### src/design/sha_pkg.sv
package sha_pkg;

    typedef logic [7:0][31:0] word8_t;
    typedef logic [15:0][31:0] window_t;

    typedef struct packed {
        logic push;
        logic load;
        logic round;
    } core_ctrl_t;

    localparam word8_t INIT_H = {
        32'h5be0cd19, 32'h1f83d9ab, 32'h9b05688c, 32'h510e527f,
        32'ha54ff53a, 32'h3c6ef372, 32'hbb67ae85, 32'h6a09e667
    };

    localparam logic [7:0] PAD_BYTE = 8'h80;

    localparam logic [31:0] ROUND_K [0:63] = '{
        32'h428a2f98, 32'h71374491, 32'hb5c0fbcf, 32'he9b5dba5,
        32'h3956c25b, 32'h59f111f1, 32'h923f82a4, 32'hab1c5ed5,
        32'hd807aa98, 32'h12835b01, 32'h243185be, 32'h550c7dc3,
        32'h72be5d74, 32'h80deb1fe, 32'h9bdc06a7, 32'hc19bf174,
        32'he49b69c1, 32'hefbe4786, 32'h0fc19dc6, 32'h240ca1cc,
        32'h2de92c6f, 32'h4a7484aa, 32'h5cb0a9dc, 32'h76f988da,
        32'h983e5152, 32'ha831c66d, 32'hb00327c8, 32'hbf597fc7,
        32'hc6e00bf3, 32'hd5a79147, 32'h06ca6351, 32'h14292967,
        32'h27b70a85, 32'h2e1b2138, 32'h4d2c6dfc, 32'h53380d13,
        32'h650a7354, 32'h766a0abb, 32'h81c2c92e, 32'h92722c85,
        32'ha2bfe8a1, 32'ha81a664b, 32'hc24b8b70, 32'hc76c51a3,
        32'hd192e819, 32'hd6990624, 32'hf40e3585, 32'h106aa070,
        32'h19a4c116, 32'h1e376c08, 32'h2748774c, 32'h34b0bcb5,
        32'h391c0cb3, 32'h4ed8aa4a, 32'h5b9cca4f, 32'h682e6ff3,
        32'h748f82ee, 32'h78a5636f, 32'h84c87814, 32'h8cc70208,
        32'h90befffa, 32'ha4506ceb, 32'hbef9a3f7, 32'hc67178f2
    };

    function automatic logic [31:0] rotr(input logic [31:0] x, input int n);
        rotr = (x >> n) | (x << (32 - n));
    endfunction

    function automatic logic [31:0] big_sigma0(input logic [31:0] x);
        big_sigma0 = rotr(x, 2) ^ rotr(x, 13) ^ rotr(x, 22);
    endfunction

    function automatic logic [31:0] big_sigma1(input logic [31:0] x);
        big_sigma1 = rotr(x, 6) ^ rotr(x, 11) ^ rotr(x, 25);
    endfunction

    function automatic logic [31:0] small_sigma0(input logic [31:0] x);
        small_sigma0 = rotr(x, 7) ^ rotr(x, 18) ^ (x >> 3);
    endfunction

    function automatic logic [31:0] small_sigma1(input logic [31:0] x);
        small_sigma1 = rotr(x, 17) ^ rotr(x, 19) ^ (x >> 10);
    endfunction

endpackage

### src/design/sha_sched.sv
module sha_sched (
    input  logic                aclk,
    input  sha_pkg::core_ctrl_t ctrl,
    input  logic [7:0]          push_byte,
    output logic [31:0]         w_t
);

    sha_pkg::window_t w_reg;
    sha_pkg::window_t w_next;
    logic [31:0]      w_new;

    // window holds W[t] in the top word and W[t+15] in the bottom word
    assign w_new = sha_pkg::small_sigma1(w_reg[1]) + w_reg[6]
                 + sha_pkg::small_sigma0(w_reg[14]) + w_reg[15];

    always_comb begin
        priority if (ctrl.push) begin
            w_next = 512'({w_reg, push_byte});
        end else if (ctrl.round) begin
            w_next = {w_reg[14:0], w_new};
        end else begin
            w_next = w_reg;
        end
    end

    always_ff @(posedge aclk) begin
        w_reg <= w_next;
    end

    assign w_t = w_reg[15];

endmodule

### src/design/sha_round.sv
module sha_round (
    input  logic                aclk,
    input  sha_pkg::core_ctrl_t ctrl,
    input  logic [31:0]         w_t,
    input  logic [31:0]         k_t,
    input  sha_pkg::word8_t     chain,
    output sha_pkg::word8_t     vars
);

    sha_pkg::word8_t v_reg;
    sha_pkg::word8_t v_next;
    logic [31:0]     ch;
    logic [31:0]     maj;
    logic [31:0]     t1;
    logic [31:0]     t2;

    assign ch  = (v_reg[4] & v_reg[5]) ^ (~v_reg[4] & v_reg[6]);
    assign maj = (v_reg[0] & v_reg[1]) ^ (v_reg[0] & v_reg[2]) ^ (v_reg[1] & v_reg[2]);
    assign t1  = v_reg[7] + sha_pkg::big_sigma1(v_reg[4]) + ch + k_t + w_t;
    assign t2  = sha_pkg::big_sigma0(v_reg[0]) + maj;

    always_comb begin
        priority if (ctrl.load) begin
            v_next = chain;
        end else if (ctrl.round) begin
            v_next    = {v_reg[6:0], t1 + t2};
            v_next[4] = v_reg[3] + t1;
        end else begin
            v_next = v_reg;
        end
    end

    always_ff @(posedge aclk) begin
        v_reg <= v_next;
    end

    assign vars = v_reg;

endmodule

### src/design/sha256_stream_hasher.sv
// a byte beat is taken while s_ready is high; the 64th byte of a block starts
// compression (64 rounds on the shared round unit, then the chaining add)
// message end: the 0x80 pad byte, zero bytes and the big-endian bit length
// are pushed one by one up to the block end, each full block is compressed,
// then 8 digest beats go out; s_ready stays low until the last beat is taken
// aresetn (synchronous, active low) loads the initial hash and clears counts
module sha256_stream_hasher (
    input  logic        aclk,
    input  logic        aresetn,
    input  logic        s_valid,
    output logic        s_ready,
    input  logic [7:0]  s_data_byte,
    input  logic        s_byte_present,
    input  logic        s_message_end,
    output logic        m_valid,
    input  logic        m_ready,
    output logic [31:0] m_digest_word,
    output logic [2:0]  m_word_index,
    output logic        m_last_word
);

    typedef enum logic [6:0] {
        ST_IDLE   = 7'b0000001,
        ST_COMP   = 7'b0000010,
        ST_FINAL  = 7'b0000100,
        ST_PAD80  = 7'b0001000,
        ST_PADZ   = 7'b0010000,
        ST_PADLEN = 7'b0100000,
        ST_OUT    = 7'b1000000
    } state_t;

    localparam logic [5:0] FILL_LAST = 6'd63;
    localparam logic [5:0] FILL_LEN  = 6'd56;
    localparam logic [5:0] RND_LAST  = 6'd63;
    localparam logic [2:0] IDX_LAST  = 3'd7;

    state_t              state_reg, state_next;
    state_t              ret_reg, ret_next;
    logic [5:0]          fill_reg, fill_next;
    logic [63:0]         len_reg, len_next;
    logic [5:0]          rnd_reg, rnd_next;
    logic [2:0]          idx_reg, idx_next;
    sha_pkg::word8_t     chain_reg, chain_next;
    sha_pkg::core_ctrl_t ctrl;
    logic [7:0]          push_byte;
    logic [31:0]         w_t;
    sha_pkg::word8_t     vars;

    sha_sched u_sched (
        .aclk      (aclk),
        .ctrl      (ctrl),
        .push_byte (push_byte),
        .w_t       (w_t)
    );

    sha_round u_round (
        .aclk  (aclk),
        .ctrl  (ctrl),
        .w_t   (w_t),
        .k_t   (sha_pkg::ROUND_K[rnd_reg]),
        .chain (chain_reg),
        .vars  (vars)
    );

    always_comb begin
        state_next = state_reg;
        ret_next   = ret_reg;
        fill_next  = fill_reg;
        len_next   = len_reg;
        rnd_next   = rnd_reg;
        idx_next   = idx_reg;
        chain_next = chain_reg;
        ctrl       = '0;
        push_byte  = 8'h00;
        unique case (state_reg)
            ST_IDLE: begin
                if (s_valid) begin
                    if (s_byte_present) begin
                        ctrl.push = 1'b1;
                        push_byte = s_data_byte;
                        fill_next = fill_reg + 6'd1;
                        len_next  = len_reg + 64'd8;
                        if (fill_reg == FILL_LAST) begin
                            ctrl.load  = 1'b1;
                            state_next = ST_COMP;
                            ret_next   = s_message_end ? ST_PAD80 : ST_IDLE;
                        end else if (s_message_end) begin
                            state_next = ST_PAD80;
                        end
                    end else if (s_message_end) begin
                        state_next = ST_PAD80;
                    end
                end
            end
            ST_PAD80: begin
                ctrl.push  = 1'b1;
                push_byte  = sha_pkg::PAD_BYTE;
                fill_next  = fill_reg + 6'd1;
                state_next = ST_PADZ;
                if (fill_reg == FILL_LAST) begin
                    ctrl.load  = 1'b1;
                    state_next = ST_COMP;
                    ret_next   = ST_PADZ;
                end
            end
            ST_PADZ: begin
                if (fill_reg == FILL_LEN) begin
                    state_next = ST_PADLEN;
                end else begin
                    ctrl.push = 1'b1;
                    fill_next = fill_reg + 6'd1;
                    if (fill_reg == FILL_LAST) begin
                        ctrl.load  = 1'b1;
                        state_next = ST_COMP;
                        ret_next   = ST_PADZ;
                    end
                end
            end
            ST_PADLEN: begin
                // length goes out big-endian; shifting leaves it at zero
                ctrl.push = 1'b1;
                push_byte = len_reg[63:56];
                len_next  = len_reg << 8;
                fill_next = fill_reg + 6'd1;
                if (fill_reg == FILL_LAST) begin
                    ctrl.load  = 1'b1;
                    state_next = ST_COMP;
                    ret_next   = ST_OUT;
                end
            end
            ST_COMP: begin
                ctrl.round = 1'b1;
                rnd_next   = rnd_reg + 6'd1;
                if (rnd_reg == RND_LAST) begin
                    state_next = ST_FINAL;
                end
            end
            ST_FINAL: begin
                for (int i = 0; i < 8; i++) begin
                    chain_next[i] = chain_reg[i] + vars[i];
                end
                state_next = ret_reg;
            end
            ST_OUT: begin
                if (m_ready) begin
                    idx_next = idx_reg + 3'd1;
                    if (idx_reg == IDX_LAST) begin
                        chain_next = sha_pkg::INIT_H;
                        len_next   = '0;
                        fill_next  = '0;
                        state_next = ST_IDLE;
                    end
                end
            end
            default: begin
                state_next = ST_IDLE;
            end
        endcase
    end

    always_ff @(posedge aclk) begin
        if (!aresetn) begin
            state_reg <= ST_IDLE;
            ret_reg   <= ST_IDLE;
            fill_reg  <= '0;
            len_reg   <= '0;
            rnd_reg   <= '0;
            idx_reg   <= '0;
            chain_reg <= sha_pkg::INIT_H;
        end else begin
            state_reg <= state_next;
            ret_reg   <= ret_next;
            fill_reg  <= fill_next;
            len_reg   <= len_next;
            rnd_reg   <= rnd_next;
            idx_reg   <= idx_next;
            chain_reg <= chain_next;
        end
    end

    assign s_ready       = (state_reg == ST_IDLE);
    assign m_valid       = (state_reg == ST_OUT);
    assign m_digest_word = chain_reg[idx_reg];
    assign m_word_index  = idx_reg;
    assign m_last_word   = (idx_reg == IDX_LAST);

    a_no_overlap: assert property (@(posedge aclk) disable iff (!aresetn)
        !(s_ready && m_valid))
        else $error("input and output sides active together");

    a_rnd_idle: assert property (@(posedge aclk) disable iff (!aresetn)
        (state_reg != ST_COMP) |-> (rnd_reg == 6'd0))
        else $error("round counter off zero outside compression");

    a_load_full: assert property (@(posedge aclk) disable iff (!aresetn)
        ctrl.load |-> (ctrl.push && fill_reg == FILL_LAST))
        else $error("compression started without a full block");

    a_len_tail: assert property (@(posedge aclk) disable iff (!aresetn)
        (state_reg == ST_PADLEN) |-> (fill_reg[5:3] == 3'b111))
        else $error("length bytes outside block tail");

    a_done_clear: assert property (@(posedge aclk) disable iff (!aresetn)
        (m_valid && m_ready && m_last_word) |=> (s_ready && len_reg == 64'd0
            && fill_reg == 6'd0))
        else $error("state not cleared after digest");

endmodule

### config.mk
export PLATFORM = sky130hd
export DESIGN_NAME = sha256_stream_hasher
export DESIGN_NICKNAME = d
export VERILOG_FILES = /design/src/design/sha_pkg.sv /design/src/design/sha_sched.sv /design/src/design/sha_round.sv /design/src/design/sha256_stream_hasher.sv
export SDC_FILE = /design/constraint.sdc
export NUM_CORES = 2
export LEC_CHECK = 0
export CAP_MARGIN = 20
export CORE_MARGIN = 5
export CORE_UTILIZATION = 30
export DETAILED_ROUTE_END_ITERATION = 7
export DONT_BUFFER_PORTS = 1
export RECOVER_POWER = 50
export SLEW_MARGIN = 20
export SYNTH_ARGS = -nofsm -noshare
export SYNTH_HDL_FRONTEND = slang
export SYNTH_HIERARCHICAL = 1
export SYNTH_SLANG_ARGS = --single-unit
### constraint.sdc
create_clock -name aclk -period 31.7 [get_ports aclk]
set_input_delay 6.34 -clock aclk [delete_from_list [all_inputs] [get_ports aclk]]
set_output_delay 6.34 -clock aclk [all_outputs]
set_load 0.1 [all_outputs]
### After elaboration in Yosys (flattened, before gate mapping)

Memories as Yosys holds them, arrays and structs flattened.
Index checks and enable logic that the tools add are counted.

* register bits after elaboration: 1117
* bits in read-only memories: 2048
* bits of input ports: 14
* output and inout port bits: 38
* word-level logic and storage cells: 173
* memories kept: 1

* add/sub/neg operators: 22
* $lt $le $gt $ge: 2
* equal/unequal tests: 19
* muxes and demuxes: 50
* bitwise gates (word level): 28
* reduce and logical (&&, ||, !) cells: 13

Memory list
* (name not given): depth 64, width 32, read ports 1, clocked after Yosys merged registers in 0, wr ports 0, line sha256_stream_hasher.sv:60 `.k_t (sha_pkg::ROUND_K[rnd_reg]),`

Operators with widths (count)
* $mux 256: 4
* $mux 512: 2
* $add 32x32->32: 18
* $pmux 256 s2: 1
* $xor 32x32->32: 9
* $mux 64: 4
* $pmux 64 s3: 1
* $and 32x32->32: 5
* $mux 7: 15
* $bmux 32 s3: 1
* $mux 32: 3
* $add 64x4->64 const B: 1
* $pmux 7 s7: 1
* $not 32->32: 1
* $or 10x32->32: 1
* $or 13x32->32: 1
* $or 14x32->32: 1
* $or 15x32->32: 1
* $or 19x32->32: 1
* $or 21x32->32: 1
* $or 25x32->32: 1
* $or 26x32->32: 1
* $or 30x32->32: 1
* $or 7x32->32: 1
* other kinds (37): 58

### Depth between registers and ports, before layout

* word-level depth: 10
* gate-level depth with buffers: 40
* gate-level depth less buffers: 39

### Modules after synthesis

Netlist, hierarchy kept.

By module, submodules not included
* sha256_stream_hasher: instances 1, cells an instance 3775, area each 29537.1 um2, seq. area each 6866.6 um2
* sha_sched: instances 1, cells an instance 1647, area each 25906.1 um2, seq. area each 15374.7 um2
* sha_round: instances 1, cells an instance 1925, area each 20850.0 um2, seq. area each 7687.4 um2

### Worst setup path before layout

Ideal clock, no wire load.

* path kind: in2reg
* from: in s_valid
* to: reg u_sched/w_reg[0] (netlist bit), enable pin
* setup time: 667 ps
* arrival time: 13838 ps
* data required time: 31033 ps
* setup slack: 17195 ps
* stages on the path: 7
* buffers on the path: 3
* path through: and3_1 > nor2_1 > nand2_1 > clkbuf_1 > clkbuf_1 > clkbuf_1 > or2_2

RTL lines
* start: declaration: line sha256_stream_hasher.sv:10 `input logic s_valid,`
* end signal: assignment: line sha_sched.sv:27 `w_reg <= w_next;`
* end: declaration: line sha_sched.sv:8 `sha_pkg::window_t w_reg;`

==> impl_results.md <==
- Status: finished with violations
- Failing checks: max-capacitance violations, max-slew violations
- Switching Fraction: 36.5%
- Register area: 29900 um2
- Inserted Clock Buffers: 119
- Post-synthesis instance area: 76300 um2
- Number of endpoints with negative hold slack in the final report: 0
- Post-route ant nets: 0
- Min cycle time layout: 16450 ps
- Internal power consumption: 3480 uW
- Final-layout worst hold slack: 459 ps
- Cell type with the largest total area after synthesis: sky130_fd_sc_hd__edfxtp_1
- CTS root buf: sky130_fd_sc_hd__clkbuf_16
- Count of maximum capacitance violations: 26
- Placed instance area: 79400 um2
- Count of unique library cells instantiated by Yosys: 118
- Number of synthesized flops with an enable pin: 768
- Clock share of power: 26.0%
- Total vias in the final route: 56800
- Multi-input gate area: 43000 um2
- Number of input and output port buffers inserted: 0
- First-pass GRT wire length: 351000 um
- Avg WL per Cell: 22.0 um
- Number of flip-flops in the largest register: 480
- Unrepaired setup endpoints after global routing: no
- Start-to-end type of the worst setup path: input port to flop
- Share of the yosys chip area belonging to registers: 39.2%
- Final design area excluding fillers: 83200 um2
- Flip-flop cell with the highest count after synthesis: sky130_fd_sc_hd__edfxtp_1
- Buffers inserted during post-CTS setup optimization: 0
- Area of the core: 254000 um2
- Synthesized netlist cell count: 7347
- Count of standard-cell rows: 185
- Worst Clk Skew: 67.0 ps
- CTS max path bufs: 3
- Ranking of synthesized cells by area: sky130_fd_sc_hd__edfxtp_1, sky130_fd_sc_hd__mux2_2, sky130_fd_sc_hd__dfxtp_1
- CTS Hold Bufs: 0
- Tightest Pin Transition: 10200 ps
- Via density: 5.36
- Via count of the first global-routing pass: 56100
- Yosys warning count: 6
- Clk Latency, worst-skew pair: 800 ps
- Overall die width: 514 um
- Synth async-reset ratio: 0%
- Slew Viols, Final: 1312
- Fill cell instance count of the final layout: 25600
- Critical Path End Type: flop
- Number of nets at the end of the flow: 7720
- Most frequent cells after synthesis: sky130_fd_sc_hd__edfxtp_1, sky130_fd_sc_hd__mux2_2, sky130_fd_sc_hd__nand2_1, sky130_fd_sc_hd__a21oi_1, sky130_fd_sc_hd__nor2_1
- Top cell type's share of synthesized area: 30.2%
- Class of the tightest hold or removal check: flop to flop
- Initial Utilization: 30.1%
- Detailed-routing iteration count for the pre-antenna-repair pass: 6
- NetSw: 2000 uW
- Static Leak: 0.0303 uW
- Data required, critical path: 32230 ps
- CTS Sinks: 1111
- Mean area per synthesized cell: 10.4 um2
- Part of the power in registers: 34.2%
- Largest vdd supply drop: 52.9 uV
- Flop and latch count out of synthesis: 1111
- Total power per unit cell area: 65.9 nW/um2
- Top-level port count: 52
- Number of gates resized after CTS: 0
- Vert. Die Dim: 514 um
- Number of antenna violations at the first check in global routing: 13
- Mapped Nets: 7950
- Maximum achievable frequency: 60.8 MHz
- Share of cells above drive strength 1: 15.0%
- Crit-path max FO: 181
- Combinational fraction of design power: 39.8%
- Area Overhead vs Synth: 9.08%
- Combined global-route utilization of all metal layers: 17.0%
- Worst Setup Start Kind: input port
- Global placer's final weighted congestion: 0.949
- Post-route clock period utilization: 51.9%
- Setup violations, final: 0
- Number of DRC violations after detailed-routing iteration 0: 5447
- Grt total ovfl: 0
- Pin count of the biggest net entering global routing: 187
- Clock H-tree levels: 3
- Register clock-pin slew on the reported worst setup and hold paths: 60 ps
- Die Footprint: 264000 um2
- Post-Route WL: 233000 um
- Data arrival time of the critical path: 16980 ps
- Final sum of negative setup slack: 0 ps
- Half-perimeter wire length of the detailed placement result: 170000 um
- Slew HR: -580%
- Crit path setup slack, layout: 15250 ps
- TritonCTS clock tree: built
- Minimum setup slack after placement: 19300 ps
- Most numerous cell in the Yosys netlist: sky130_fd_sc_hd__edfxtp_1
- Remaining design rule violation count: 0
==> cell type report <==
type	count	share of cell area, %
diodes	2	0.00601
clock buffers	161	3.90
clock inverters	64	0.804
inverters	450	2.03
multi-input cells	5365	51.6
flip-flops and latches	1111	36.0
well taps	3366	5.06
repair buffers	70	0.585
==> layout by cell type (no fill, tap or decap), drive strengths merged, types with 52 or more instances in the layout <==
cell / n
nand3: 117
o21ai: 439
ha: 394
xnor2: 388
mux4: 72
nand4: 54
dfxtp: 343
clkinv: 52
o21bai: 61
fa: 195
nor2: 469
xor2: 208
and3: 54
inv: 450
a21oi: 477
clkbuf: 182
nand2b: 55
mux2: 723
edfxtp: 768
a21o: 231
a22oi: 75
o22ai: 91
a31oi: 57
nand2: 529
nor3: 83
==> metrics by stage <==
stage	cells	power (uW)	utilization, %
floorplan	7347	3510	-
global placement	10400	4020	31.3
detailed placement	10400	4050	31.3
CTS	10600	5500	32.9
global route	10600	5800	32.8
finish	10600	5480	32.8
==> worst max-delay path, stage by stage <==
cell and delay [ps]:
sky130_fd_sc_hd__and3_1 580, sky130_fd_sc_hd__nor2_1 160, sky130_fd_sc_hd__a21oi_1 520, sky130_fd_sc_hd__clkbuf_1 7060, sky130_fd_sc_hd__buf_4 1470, sky130_fd_sc_hd__nor2_1 160, sky130_fd_sc_hd__a221oi_1 280, sky130_fd_sc_hd__nand3_1 100
==> power groups by stage <==
stage	clock [uW]	combinational [uW]	sequential [uW]
4_1_cts	1460	2160	1870
5_1_grt	1520	2400	1890
2_1_floorplan	0	1640	1870
6_report	1430	2180	1880
3_5_place_dp	0	2140	1900
3_3_place_gp	0	2120	1900
==> metal layers <==
layer	routed length (um)	up-vias	part of all wire, %	GRT usage [%]
li1	-	26300	-	-
met1	104000	28200	45	23.6
met2	107000	1880	46	27.5
met3	14400	395	6.2	2.41
met4	7880	2	3.4	5.33
met5	13	-	0.0056	0
==> cells by family after synthesis <==
logic type	synth area share [%]
compound gates	15.4
simple gates	9.12
flops	39.2
buf+inv	4.50
mux	13.3
xor+xnor	6.90
fa+ha+maj	11.6
==> final timing paths <==
path	startpoint	to	slack [ps]	cells past startpoint
worst max-delay path	s_valid	u_round/vars[29]	15250	8
worst min-delay path	ret_reg[3]	ret_reg[3]	460	2
worst max register to register	state_reg[2]	u_round/vars[29]	18980	12
worst min register to register	ret_reg[3]	ret_reg[3]	460	2
Note: power is estimated with default switching activity, not from simulation.
